`src/hdl/rgb2hsv_pkg.sv`:
```
package rgb2hsv_pkg;

    localparam int CH_W      = 8;
    localparam int QUOT_W    = 8;
    localparam int REM_W     = 2 * CH_W;
    localparam int DEN_W     = CH_W + QUOT_W - 1;
    localparam int NUM_CELLS = QUOT_W;

    localparam logic [CH_W-1:0] HUE_STEP   = 8'd43;
    localparam logic [CH_W-1:0] BASE_RED   = 8'd0;
    localparam logic [CH_W-1:0] BASE_GREEN = 8'd85;
    localparam logic [CH_W-1:0] BASE_BLUE  = 8'd171;

    typedef enum logic [1:0] {
        SEC_RED,
        SEC_GREEN,
        SEC_BLUE
    } t_sector;

    typedef struct packed {
        logic              gray;
        logic              neg;
        t_sector           sector;
        logic [CH_W-1:0]   value;
        logic [CH_W-1:0]   alpha;
        logic [REM_W-1:0]  sat_rem;
        logic [DEN_W-1:0]  sat_den;
        logic [QUOT_W-1:0] sat_q;
        logic [REM_W-1:0]  hue_rem;
        logic [DEN_W-1:0]  hue_den;
        logic [QUOT_W-1:0] hue_q;
    } t_div_item;

endpackage

```
`src/hdl/rgb2hsv_pix_if.sv`:
```
interface rgb2hsv_pix_if
    import rgb2hsv_pkg::*;
();
    logic            valid;
    logic            ready;
    logic [CH_W-1:0] red_in;
    logic [CH_W-1:0] green_in;
    logic [CH_W-1:0] blue_in;
    logic [CH_W-1:0] alpha_in;

    modport source (output valid, red_in, green_in, blue_in, alpha_in, input ready);
    modport sink (input valid, red_in, green_in, blue_in, alpha_in, output ready);
endinterface

```
`src/hdl/rgb2hsv_hsv_if.sv`:
```
interface rgb2hsv_hsv_if
    import rgb2hsv_pkg::*;
();
    logic            valid;
    logic            ready;
    logic [CH_W-1:0] hue_out;
    logic [CH_W-1:0] saturation_out;
    logic [CH_W-1:0] value_out;
    logic [CH_W-1:0] alpha_out;

    modport source (output valid, hue_out, saturation_out, value_out, alpha_out, input ready);
    modport sink (input valid, hue_out, saturation_out, value_out, alpha_out, output ready);
endinterface

```
`src/hdl/rgb2hsv_front.sv`:
```
module rgb2hsv_front
    import rgb2hsv_pkg::*;
(
    input  logic        i_clk,
    input  logic        i_rst_n,
    rgb2hsv_pix_if.sink i_pix,
    output logic        o_valid,
    output t_div_item   o_item,
    input  logic        i_ready
);

    // stage 1: max, min, sector
    logic            r_v1;
    logic [CH_W-1:0] r_max;
    logic [CH_W-1:0] r_min;
    logic [CH_W-1:0] r_plus;
    logic [CH_W-1:0] r_minus;
    logic [CH_W-1:0] r_alpha;
    t_sector         r_sector;

    logic            n_v1_rdy;
    logic [CH_W-1:0] n_max;
    logic [CH_W-1:0] n_min;
    logic [CH_W-1:0] n_plus;
    logic [CH_W-1:0] n_minus;
    t_sector         n_sector;

    // stage 2: delta, dividends
    logic            r_v2;
    t_div_item       r_item;
    logic            n_v2_rdy;

    logic [CH_W-1:0]  s2_delta;
    logic             s2_neg;
    logic [CH_W-1:0]  s2_mag;
    t_div_item        n_item;

    assign n_v2_rdy    = !r_v2 || i_ready;
    assign n_v1_rdy    = !r_v1 || n_v2_rdy;
    assign i_pix.ready = n_v1_rdy;
    assign o_valid     = r_v2;
    assign o_item      = r_item;

    always_comb begin
        if (i_pix.red_in >= i_pix.green_in && i_pix.red_in >= i_pix.blue_in) begin
            n_sector = SEC_RED;
            n_max    = i_pix.red_in;
            n_plus   = i_pix.green_in;
            n_minus  = i_pix.blue_in;
        end else if (i_pix.green_in >= i_pix.blue_in) begin
            n_sector = SEC_GREEN;
            n_max    = i_pix.green_in;
            n_plus   = i_pix.blue_in;
            n_minus  = i_pix.red_in;
        end else begin
            n_sector = SEC_BLUE;
            n_max    = i_pix.blue_in;
            n_plus   = i_pix.red_in;
            n_minus  = i_pix.green_in;
        end
        n_min = i_pix.red_in;
        if (i_pix.green_in < n_min) begin
            n_min = i_pix.green_in;
        end
        if (i_pix.blue_in < n_min) begin
            n_min = i_pix.blue_in;
        end
    end

    always_comb begin
        s2_delta = r_max - r_min;
        s2_neg   = r_plus < r_minus;
        s2_mag   = s2_neg ? (r_minus - r_plus) : (r_plus - r_minus);

        n_item         = '0;
        n_item.gray    = (s2_delta == '0);
        n_item.neg     = s2_neg;
        n_item.sector  = r_sector;
        n_item.value   = r_max;
        n_item.alpha   = r_alpha;
        n_item.sat_rem = {s2_delta, {CH_W{1'b0}}} - {{CH_W{1'b0}}, s2_delta};
        n_item.sat_den = {r_max, {(QUOT_W-1){1'b0}}};
        n_item.hue_rem = {{CH_W{1'b0}}, s2_mag} * {{CH_W{1'b0}}, HUE_STEP};
        n_item.hue_den = {s2_delta, {(QUOT_W-1){1'b0}}};
    end

    always_ff @(posedge i_clk) begin
        if (!i_rst_n) begin
            r_v1 <= 1'b0;
            r_v2 <= 1'b0;
        end else begin
            if (n_v1_rdy) begin
                r_v1 <= i_pix.valid;
            end
            if (n_v2_rdy) begin
                r_v2 <= r_v1;
            end
        end
        if (n_v1_rdy && i_pix.valid) begin
            r_max    <= n_max;
            r_min    <= n_min;
            r_plus   <= n_plus;
            r_minus  <= n_minus;
            r_sector <= n_sector;
            r_alpha  <= i_pix.alpha_in;
        end
        if (n_v2_rdy && r_v1) begin
            r_item <= n_item;
        end
    end

endmodule

```
`src/hdl/rgb2hsv_div_cell.sv`:
```
module rgb2hsv_div_cell
    import rgb2hsv_pkg::*;
(
    input  logic      i_clk,
    input  logic      i_rst_n,
    input  logic      i_valid,
    input  t_div_item i_item,
    output logic      o_ready,
    output logic      o_valid,
    output t_div_item o_item,
    input  logic      i_ready
);

    logic      r_valid;
    t_div_item r_item;
    t_div_item n_item;
    logic      sat_bit;
    logic      hue_bit;

    assign o_ready = !r_valid || i_ready;
    assign o_valid = r_valid;
    assign o_item  = r_item;

    // one restoring step for each divider
    always_comb begin
        n_item  = i_item;
        sat_bit = i_item.sat_rem >= {1'b0, i_item.sat_den};
        hue_bit = i_item.hue_rem >= {1'b0, i_item.hue_den};
        if (sat_bit) begin
            n_item.sat_rem = i_item.sat_rem - {1'b0, i_item.sat_den};
        end
        if (hue_bit) begin
            n_item.hue_rem = i_item.hue_rem - {1'b0, i_item.hue_den};
        end
        n_item.sat_den = i_item.sat_den >> 1;
        n_item.hue_den = i_item.hue_den >> 1;
        n_item.sat_q   = {i_item.sat_q[QUOT_W-2:0], sat_bit};
        n_item.hue_q   = {i_item.hue_q[QUOT_W-2:0], hue_bit};
    end

    always_ff @(posedge i_clk) begin
        if (!i_rst_n) begin
            r_valid <= 1'b0;
        end else if (o_ready) begin
            r_valid <= i_valid;
        end
        if (o_ready && i_valid) begin
            r_item <= n_item;
        end
    end

endmodule

```
`src/hdl/rgb2hsv_back.sv`:
```
module rgb2hsv_back
    import rgb2hsv_pkg::*;
(
    input  logic          i_clk,
    input  logic          i_rst_n,
    input  logic          i_valid,
    input  t_div_item     i_item,
    output logic          o_ready,
    rgb2hsv_hsv_if.source o_hsv
);

    logic            r_valid;
    logic [CH_W-1:0] r_hue;
    logic [CH_W-1:0] r_sat;
    logic [CH_W-1:0] r_value;
    logic [CH_W-1:0] r_alpha;

    logic [CH_W-1:0] n_hue;
    logic [CH_W-1:0] n_sat;
    logic [CH_W-1:0] base;
    logic [CH_W-1:0] offs;

    assign o_ready              = !r_valid || o_hsv.ready;
    assign o_hsv.valid          = r_valid;
    assign o_hsv.hue_out        = r_hue;
    assign o_hsv.saturation_out = r_sat;
    assign o_hsv.value_out      = r_value;
    assign o_hsv.alpha_out      = r_alpha;

    always_comb begin
        unique case (i_item.sector)
            SEC_RED:   base = BASE_RED;
            SEC_GREEN: base = BASE_GREEN;
            SEC_BLUE:  base = BASE_BLUE;
            default:   base = BASE_RED;
        endcase
        offs  = i_item.neg ? (~i_item.hue_q + 1'b1) : i_item.hue_q;
        n_hue = i_item.gray ? '0 : (base + offs);
        n_sat = i_item.gray ? '0 : i_item.sat_q;
    end

    always_ff @(posedge i_clk) begin
        if (!i_rst_n) begin
            r_valid <= 1'b0;
        end else if (o_ready) begin
            r_valid <= i_valid;
        end
        if (o_ready && i_valid) begin
            r_hue   <= n_hue;
            r_sat   <= n_sat;
            r_value <= i_item.value;
            r_alpha <= i_item.alpha;
        end
    end

endmodule

```
`src/hdl/rgb2hsv_to_hsv_8bit.sv`:
```
// rgb_to_hsv_8bit: RGBA to HSV pixel converter, 8 bits per channel.
// Input channel i_pix carries red, green, blue and alpha; output channel
// o_hsv carries hue, saturation, value and the unchanged alpha. Both use a
// valid/ready handshake; a transaction completes when valid and ready are
// both high at a rising clock edge.
// A pixel passes from input transaction to o_hsv.valid through the min/max
// stage, the dividend setup stage, eight divider cells that each resolve
// one quotient bit of both divisions (saturation and hue), and one output
// register. Throughput is one pixel per clock unless o_hsv.ready stalls.
// Every stage holds its own valid bit and advances whenever the next stage
// is empty or moving, so bubbles close up and a waiting result in the
// output register does not stop new pixels from entering. When o_hsv.ready
// stays low the pipeline fills; i_pix.ready drops only once all 11 stages
// hold pixels.
// Reset (i_rst_n low, synchronous) clears all valid bits; pixels in flight
// are dropped.
module rgb_to_hsv_8bit
    import rgb2hsv_pkg::*;
(
    input  logic          i_clk,
    input  logic          i_rst_n,
    rgb2hsv_pix_if.sink   i_pix,
    rgb2hsv_hsv_if.source o_hsv
);

    logic      chain_valid [0:NUM_CELLS];
    logic      chain_ready [0:NUM_CELLS];
    t_div_item chain_item  [0:NUM_CELLS];

    rgb2hsv_front u_front (
        .i_clk   (i_clk),
        .i_rst_n (i_rst_n),
        .i_pix   (i_pix),
        .o_valid (chain_valid[0]),
        .o_item  (chain_item[0]),
        .i_ready (chain_ready[0])
    );

    for (genvar k = 0; k < NUM_CELLS; k++) begin : g_cell
        rgb2hsv_div_cell u_cell (
            .i_clk   (i_clk),
            .i_rst_n (i_rst_n),
            .i_valid (chain_valid[k]),
            .i_item  (chain_item[k]),
            .o_ready (chain_ready[k]),
            .o_valid (chain_valid[k+1]),
            .o_item  (chain_item[k+1]),
            .i_ready (chain_ready[k+1])
        );
    end

    rgb2hsv_back u_back (
        .i_clk   (i_clk),
        .i_rst_n (i_rst_n),
        .i_valid (chain_valid[NUM_CELLS]),
        .i_item  (chain_item[NUM_CELLS]),
        .o_ready (chain_ready[NUM_CELLS]),
        .o_hsv   (o_hsv)
    );

endmodule

```
`src/flat_wrapper.sv`:
```
// flat-port wrapper written by rule: the top's interface ports become plain ports
module rgb_to_hsv_8bit_flat import rgb2hsv_pkg::*;
  (i_clk, i_rst_n, i_pix_valid, i_pix_red_in, i_pix_green_in, i_pix_blue_in, i_pix_alpha_in, i_pix_ready, o_hsv_valid, o_hsv_hue_out, o_hsv_saturation_out, o_hsv_value_out, o_hsv_alpha_out, o_hsv_ready);
  rgb2hsv_pix_if i_pix_i ();
  rgb2hsv_hsv_if o_hsv_i ();
  input  logic i_clk;
  input  logic i_rst_n;
  input wire logic [$bits(i_pix_i.valid)-1:0] i_pix_valid;
  input wire logic [$bits(i_pix_i.red_in)-1:0] i_pix_red_in;
  input wire logic [$bits(i_pix_i.green_in)-1:0] i_pix_green_in;
  input wire logic [$bits(i_pix_i.blue_in)-1:0] i_pix_blue_in;
  input wire logic [$bits(i_pix_i.alpha_in)-1:0] i_pix_alpha_in;
  output wire logic [$bits(i_pix_i.ready)-1:0] i_pix_ready;
  output wire logic [$bits(o_hsv_i.valid)-1:0] o_hsv_valid;
  output wire logic [$bits(o_hsv_i.hue_out)-1:0] o_hsv_hue_out;
  output wire logic [$bits(o_hsv_i.saturation_out)-1:0] o_hsv_saturation_out;
  output wire logic [$bits(o_hsv_i.value_out)-1:0] o_hsv_value_out;
  output wire logic [$bits(o_hsv_i.alpha_out)-1:0] o_hsv_alpha_out;
  input wire logic [$bits(o_hsv_i.ready)-1:0] o_hsv_ready;
  assign i_pix_i.valid = i_pix_valid;
  assign i_pix_i.red_in = i_pix_red_in;
  assign i_pix_i.green_in = i_pix_green_in;
  assign i_pix_i.blue_in = i_pix_blue_in;
  assign i_pix_i.alpha_in = i_pix_alpha_in;
  assign i_pix_ready = i_pix_i.ready;
  assign o_hsv_valid = o_hsv_i.valid;
  assign o_hsv_hue_out = o_hsv_i.hue_out;
  assign o_hsv_saturation_out = o_hsv_i.saturation_out;
  assign o_hsv_value_out = o_hsv_i.value_out;
  assign o_hsv_alpha_out = o_hsv_i.alpha_out;
  assign o_hsv_i.ready = o_hsv_ready;
  rgb_to_hsv_8bit u_core (.i_clk(i_clk), .i_rst_n(i_rst_n), .i_pix(i_pix_i), .o_hsv(o_hsv_i));
endmodule
```
`config.mk`:
```
export PLATFORM = sky130hd
export DESIGN_NAME = rgb_to_hsv_8bit_flat
export DESIGN_NICKNAME = d
export VERILOG_FILES = /design/src/hdl/rgb2hsv_pkg.sv /design/src/hdl/rgb2hsv_pix_if.sv /design/src/hdl/rgb2hsv_hsv_if.sv /design/src/hdl/rgb2hsv_front.sv /design/src/hdl/rgb2hsv_div_cell.sv /design/src/hdl/rgb2hsv_back.sv /design/src/hdl/rgb2hsv_to_hsv_8bit.sv /design/src/flat_wrapper.sv
export SDC_FILE = /design/constraint.sdc
export NUM_CORES = 1
export LEC_CHECK = 0
export ABC_AREA = 1
export BUFFER_PORTS_ARGS = -buffer_cell sky130_fd_sc_hd__buf_4
export CAP_MARGIN = 25
export CORE_ASPECT_RATIO = 1.75
export CORE_MARGIN = 2
export CORE_UTILIZATION = 30
export CTS_BUF_LIST = sky130_fd_sc_hd__clkbuf_8
export DETAILED_ROUTE_END_ITERATION = 10
export GPL_ROUTABILITY_DRIVEN = 0
export SKIP_CTS_REPAIR_TIMING = 1
export SLEW_MARGIN = 20
export SYNTH_ARGS = -nofsm -noshare
export SYNTH_HDL_FRONTEND = slang
export SYNTH_SLANG_ARGS = --single-unit
```
`constraint.sdc`:
```
create_clock -name i_clk -period 13.2 [get_ports i_clk]
set_input_delay 0.66 -clock i_clk [delete_from_list [all_inputs] [get_ports i_clk]]
set_output_delay 0.66 -clock i_clk [all_outputs]
set_load 0.02 [all_outputs]
```
== Word level (Yosys, flattened, before mapping) ==
Cells that the tools add are included.
Storage, ports and cells
  register bits: 655
  bits of input ports: 36
  output and inout port bits: 34
  word-level logic and storage cells: 214
Cells by class
  add/sub/neg operators: 20
  multipliers: 1
  order comparisons: 22
  eq/ne operators: 2
  mux-type cells: 26
  bitwise gates (word level): 1
  reductions and logical operators: 35
Operators with widths (count)
  2-to-1 mux 16 bit: 13
  2-to-1 mux 8 bit: 10
  greater-or-equal comparator 16 x 10 -> 1 bit: 2
  greater-or-equal comparator 16 x 11 -> 1 bit: 2
  greater-or-equal comparator 16 x 12 -> 1 bit: 2
  greater-or-equal comparator 16 x 13 -> 1 bit: 2
  greater-or-equal comparator 16 x 14 -> 1 bit: 2
  greater-or-equal comparator 16 x 8 -> 1 bit: 2
  greater-or-equal comparator 16 x 9 -> 1 bit: 2
  subtractor 16 x 10 -> 16 bit: 2
  subtractor 16 x 11 -> 16 bit: 2
  subtractor 16 x 12 -> 16 bit: 2
  subtractor 16 x 13 -> 16 bit: 2
  subtractor 16 x 14 -> 16 bit: 2
  subtractor 16 x 9 -> 16 bit: 2
  greater-or-equal comparator 8 bit: 3
  < comparator 8 bit: 3
  subtractor 8 bit: 3
  greater-or-equal comparator 16 x 15 -> 1 bit: 1
  case mux 8 bit (2 select lines): 1
  subtractor 14 x 15 -> 16 bit: 1
  subtractor 16 x 15 -> 16 bit: 1
  subtractor 16 x 8 -> 16 bit: 1
  greater-or-equal comparator 14 x 15 -> 1 bit: 1
  12 further kinds: 43

== Depth between registers and ports, before layout ==
Gate-level depths: netlist of the first run.
  depth in word-level cells: 13
  gate-level depth with buffers: 27
  depth with buffers taken out: 27

== Cells and area by module ==
A second synthesis of the first run with hierarchy kept.
Second synthesis, totals
  cell total of the unflattened synthesis: 5973
  area, all modules: 52835.7 um2
By module, submodules not included
  rgb2hsv_div_cell: instances 8, cells each 633, area an instance 5515.3 um2, sequential area each 2902.8 um2
  rgb2hsv_front: instances 1, cells each 752, area an instance 7071.8 um2, sequential area each 3012.9 um2
  rgb2hsv_back: instances 1, cells each 157, area an instance 1641.6 um2, sequential area each 980.9 um2

== Least setup slack after synthesis of the first run ==
OpenSTA, ideal clock, no wires.
  kind: reg2reg
  from: register u_core.u_front.r_plus[0]
  to: register u_core.u_front.r_item (netlist bit u_core.u_front.o_item[34]) (data pin)
  library setup time: 0.260 ns
  data arrival time: 4.545 ns
  data required time: 12.940 ns
  path slack: 8.395 ns
  cell stages (with the launch flop): 28
  buffers on the path: 0
  clock period less this slack: 4.805 ns
  cells stage by stage: edfxtp_1 -> inv_1 -> ha_1 -> inv_1 -> fa_1 -> and3_1 -> nor2_2 -> inv_1 -> nand4_2 -> o311ai_4 -> inv_4 -> nand2_1 -> nand2_1 -> xor2_1 -> ha_1 -> inv_1 -> fa_1 -> fa_1 -> inv_1 -> ha_1 -> a21oi_1 -> o21ai_0 -> a21oi_1 -> nor2_1 -> nor2_1 -> nor2_1 -> nor2_1 -> xor2_1
RTL lines
  start, declared: RTL line rgb2hsv_front.sv:16  | logic [CH_W-1:0] r_plus;
  start signal, assigned: RTL line rgb2hsv_front.sv:102  | r_plus <= n_plus;
  end signal, assigned: RTL line rgb2hsv_front.sv:108  | r_item <= n_item;
  end, declared: RTL line rgb2hsv_front.sv:30  | t_div_item r_item;

==> impl_metrics.ini, run 1 <==
[clock_tree]
h-tree-depth = 3
clk_pin_slew_ps = 70
cts_tree = built
clock-sinks = 647
numCtsBuffers = 96
root_buffer = clkbuf_8
clock_latency_ps = 730
cts_buffer_depth = 3

[layout]
drive_above_1_share_pct = 10.4
fin_nets = 3181
syn_to_final_growth_pct = 12.7
finalInstanceArea_um2 = 35900
fin_util_pct = 34.0
stdcell_count = 4327

[run]
maxCapViolations = 0

[routing]
wirelength_um = 54800
drcViolationCount = 0
wl_per_cell_um = 12.7
drt_iter0_markers = 719
avgViaCountPerCell = 4.39
drtPass1Iterations = 4
ant_nets = 0
routed-via-count = 19000

[synthesis]
ys_seq_area_share_pct = 60.7
synth_top_area_share_pct = 60.0
synth_cell_type_count = 67
synth_enable_flop_cells = 636
syn_area_um2 = 31800
ys_ff_latch = 647
synth.area.top_cells = edfxtp_1 60%, ha_1 8.8%, inv_1 5.2%
synth_nets = 3030
synthFlopType = edfxtp_1
netlist_instances = 2743
postSynthAreaPerCell_um2 = 11.6
synthArstFlopShare_pct = 0
yosys.area.top_type = edfxtp_1
ys.warnings.count = 0

[worst_setup_path]
cp-start-kind = flop
crit_fanout = 9
cp_slowest_cell = fa_1
path_common_cell = inv_1
cp.arrival_ps = 5910
slowest_delay_ps = 540
r2r_slack_ps = 7750
critPathRequiredTime_ps = 13650
critical_path_class = flop to flop
critPathCaptureType = flop

[global_route]
grt_pass1_wl_um = 90200
grt_max_degree = 72
antenna_found_initial = 1
overflow = 0
grt_usage_pct = 10.2
first_global_vias = 19600

[timing]
fmax_ghz = 0.183
fin_skew_ps = 49.7
setup_viol_count_final = 0
setup-tns-final_ps = 0
rsz0062_at_grt = false
slew_viol_final = 0
slew_headroom_pct = 41.7
tightest_slew_ps = 872
post-route-period-util_pct = 41.3
period_needed_ps = 5450
hold_viol = 0

[floorplan]
rows = 158
dieArea_um2 = 109000
die_w_um = 250
start_util_pct = 30.2
die_h_um = 435
coreArea_um2 = 106000
io_pins = 70

[placed_design]
port_buffers = 69
place_inst = 4154
place_area_um2 = 34000
dp_hpwl_um = 42600

[power_and_ir_drop]
cellPowerDensity_nw_per_um2 = 163
p_leak_uw = 0.0143
p_total_uw = 5870
ir_worst_vdd_mv = 0.214

[min_path]
hp-class = primary input to flop

[outcome]
outcome = finished clean
[cell families (layout without fill, tap and decap cells)]
group,Yosys count,in the layout,share of synthesized area (%)
AO/OA/AOI/OAI,428,428,7.98
XOR/XNOR,143,143,3.98
adder cells (fa/ha/maj),251,251,10.5
buffers and inverters,477,700,5.79
flip-flops,647,647,60.7
other,0,1,0
AND/OR/NAND/NOR,797,797,11.1
[layer usage]
layer / global-route usage [%] / up-vias / routed length, um
li1: - / 9765 / -
met1: 8.32 / 8808 / 18000
met2: 21.6 / 267 / 32500
met3: 1.80 / 152 / 1630
met4: 6.05 / 0 / 2690
met5: 0 / - / 0
[critical path: cells and delay by family (launching register included)]
family	cells	cell delay, ps
DFF	1	390
AOI/OAI and AO/OA	4	830
adders and majority gates	6	2210
and+or+nand+nor	9	830
buffers and inverters	6	460
xor gates and xnor gates	2	440
[registers in the layout (all words and copies together), names as in the netlist]
name                                cells
u_core.u_back.o_hsv.hue_out             8
u_core.g_cell.u_cell.o_item           505
u_core.u_back.o_hsv.value_out           8
u_core.u_front.r_min                    8
u_core.u_front.r_v1                     1
u_core.u_back.o_hsv.saturation_out      8
u_core.u_front.o_item                  57
u_core.u_front.r_minus                  8
u_core.u_front.r_sector                 2
u_core.u_front.r_max                    8
u_core.u_back.o_hsv.valid               1
u_core.u_front.r_plus                   8
u_core.u_back.o_hsv.alpha_out           8
u_core.u_front.o_valid                  1
u_core.g_cell.u_cell.o_valid            8
u_core.u_front.r_alpha                  8
[stage by stage]
step | hold WS [ps] | worst slack [ps]
detailed placement | 405 | 7800
global placement | 400 | 7840
finish | 127 | 7750
CTS | 32.1 | 7740
floorplan | 400 | 8400
global route | 75.8 | 7350
[path summary, 6_finish.rpt]
check                                                           to                                from  depth (start not counted)
worst max-delay path                     u_core.u_front.o_item[34]            u_core.u_front.r_plus[0]                         27
worst min-delay path                     u_core.u_front.r_alpha[6]                   i_pix_alpha_in[6]                          1
worst min register to register  u_core.g_cell[7].u_cell.o_item[79]  u_core.g_cell[6].u_cell.o_item[79]                          0
worst max register to register           u_core.u_front.o_item[34]            u_core.u_front.r_plus[0]                         27
[power breakdown]
| group | internal (uW) | total, uW | switching (uW) |
|---|---|---|---|
| combinational | 714 | 1830 | 1110 |
| clock | 777 | 1530 | 755 |
| sequential | 2460 | 2510 | 49.5 |
| total | 3950 | 5870 | 1920 |
[placed cells by master (no fill, tap or decap), drive strengths merged, types with 4 or more instances in the layout]
| cell | n |
|---|---|
| o221ai | 26 |
| ha | 224 |
| nor3 | 37 |
| and2 | 6 |
| o211ai | 10 |
| xnor2 | 54 |
| o21ai | 168 |
| nand2 | 441 |
| o311ai | 4 |
| a21boi | 9 |
| xor2 | 89 |
| o21bai | 8 |
| nor2 | 182 |
| bufinv | 4 |
| nor4 | 13 |
| dfxtp | 11 |
| or2 | 9 |
| o2111ai | 4 |
| nand3 | 63 |
| nor3b | 5 |
| fa | 27 |
| buf | 83 |
| a21o | 10 |
| nand4 | 30 |
| a31oi | 9 |
| inv | 468 |
| edfxtp | 636 |
| nand3b | 5 |
| clkbuf | 98 |
| clkinv | 44 |
| o21a | 8 |
| a21oi | 165 |
[final cells by class]
cell class / count / area (um^2)
antenna: 1 / 2.50
clock buffer: 98 / 1350
clock inverter: 72 / 458
fill: 10500 / 69700
inverter: 447 / 1680
multi-input combinational: 1619 / 10700
sequential: 647 / 19300
tap: 1360 / 1700
timing repair buffer: 83 / 639
[synth_stat cells, types with 9 or more instances]
cell type,instances
edfxtp_1,636
inv_1,438
nand2_1,423
ha_1,224
nor2_1,164
a21oi_1,155
o21ai_0,145
xor2_1,88
nand3_1,61
xnor2_1,53
nor3_1,33
nand4_1,28
fa_1,27
o221ai_1,26
buf_2,18
o21ai_1,16
nand2_2,15
nor4_1,13
dfxtp_1,11
a21o_1,10
nor2_2,10
a31oi_1,9
(Power assumes the default switching activity.)
==> run 2, diff against run 1 <==
==> constraint.sdc (replaced) <==
create_clock -name i_clk -period 5.36 [get_ports i_clk]
set_input_delay 0.268 -clock i_clk [delete_from_list [all_inputs] [get_ports i_clk]]
set_output_delay 0.268 -clock i_clk [all_outputs]
set_load 0.02 [all_outputs]
==> impl_metrics.ini, run 2 (synthesis results as in run 1) <==
[clock_tree]
h-tree-depth = 3
numCtsBuffers = 95
clock_latency_ps = 740
root_buffer = clkbuf_8
cts_tree = built
clk_pin_slew_ps = 60
clock-sinks = 647
cts_buffer_depth = 3

[power_and_ir_drop]
pwr-share-comb_pct = 32.3
seq_power_share_pct = 41.3
cellPowerDensity_nw_per_um2 = 410
clkPwrFrac_pct = 26.4
ir_worst_vdd_mv = 0.673
power_switching_uw = 4900
p_int_uw = 10100
p_leak_uw = 0.0146
switching_share_pct = 32.8

[worst_setup_path]
cp.arrival_ps = 5500
slowest_delay_ps = 540
critPathCaptureType = flop
cp_slowest_cell = fa_1
critPathRequiredTime_ps = 5820
r2r_slack_ps = 320
critical_path_class = flop to flop
path_common_cell = inv_1
cp-start-kind = flop
crit_fanout = 8

[layout]
syn_to_final_growth_pct = 14.4
drive_above_1_share_pct = 10.6
final_common_cell = edfxtp_1
mostFrequentLayoutCells = 636 x edfxtp_1, 454 x inv_1, 423 x nand2_1
stdcell_count = 4377
fin_nets = 3223
largest_register_ffs = 505
fill_cells = 10500
fin_util_pct = 34.5

[floorplan]
rows = 158
die_h_um = 435
io_pins = 70
dieArea_um2 = 109000
coreArea_um2 = 106000
start_util_pct = 30.2
die_w_um = 250

[timing]
worst_slack_ps = 322
period_needed_ps = 5040
setup_viol_count_final = 0
slew_headroom_pct = 43.8
slew_viol_final = 0
rsz0062_at_grt = false
hold_viol = 0
setup-tns-final_ps = 0
fin_skew_ps = 63.2
fmax_ghz = 0.198
post-route-period-util_pct = 94.0
tightest_slew_ps = 843

[placed_design]
place_inst = 4156
port_buffers = 69
dp_slack_ps = 48.9
dp_hpwl_um = 42400

[min_path]
hp-class = primary input to flop

[routing]
avgViaCountPerCell = 4.38
ant_nets = 0
wirelength_um = 54700
drcViolationCount = 0
routed-via-count = 19200
drtPass1Iterations = 5
wl_per_cell_um = 12.5
drt_iter0_markers = 584

[run]
maxCapViolations = 0

[global_route]
grt_max_degree = 72
antenna_found_initial = 1
first_global_vias = 19800
grt_pass1_wl_um = 90200
grt_usage_pct = 10.2
overflow = 0

[outcome]
outcome = finished clean
[run 2: metrics by stage]
stage	instance area (um^2)	total power (uW)	hold slack, ps
global placement	34100	10700	401
global route	36400	16100	218
finish	36400	15000	294
detailed placement	34100	10700	405
CTS	36000	14800	-368
floorplan	31800	9810	367
[run 2: final timing paths]
path / from / end / depth (start not counted)
worst max-delay path: u_core.u_front.r_plus[0] / u_core.u_front.o_item[34] / 28
worst min-delay path: i_pix_alpha_in[6] / u_core.u_front.r_alpha[6] / 2
worst max register to register: u_core.u_front.r_plus[0] / u_core.u_front.o_item[34] / 28
worst min register to register: u_core.g_cell[2].u_cell.o_item[40] / u_core.g_cell[3].u_cell.o_item[41] / 0
[run 2: critical path, delay by kind of cell, from the launching register on]
kind,cells,cell delay [ps]
compound gates,3,410
simple gates,10,890
flops,1,390
xor+xnor,2,320
buf+inv,7,620
fa+ha+maj,6,2120
[run 2: layout make-up]
cell class | instances | area (um^2) | share of cell area [%]
Clock inverter | 82 | 609 | 1.67
Tap cell | 1360 | 1700 | 4.67
Clock buffer | 95 | 1310 | 3.59
Multi-Input combinational cell | 1619 | 10800 | 29.6
Antenna cell | 1 | 2.50 | 0.00687
Inverter | 447 | 1680 | 4.61
Sequential cell | 647 | 19300 | 53.0
Timing Repair Buffer | 126 | 1050 | 2.89
[run 2: per-layer routing]
metal	vias to the layer above	share of wire [%]	global-route usage, %
met5	-	0	0
met3	158	3.1	1.89
li1	9866	-	-
met4	0	5.0	6.25
met2	281	59	21.5
met1	8860	32	8.22
[run 2: power by group through the flow]
stage               combinational, uW  clock [uW]  sequential (uW)
finish                           4830        3950             6180
global route                     5560        4330             6190
CTS                              4490        4120             6180
detailed placement               4460           0             6290
global placement                 4370           0             6280
floorplan                        3590           0             6230
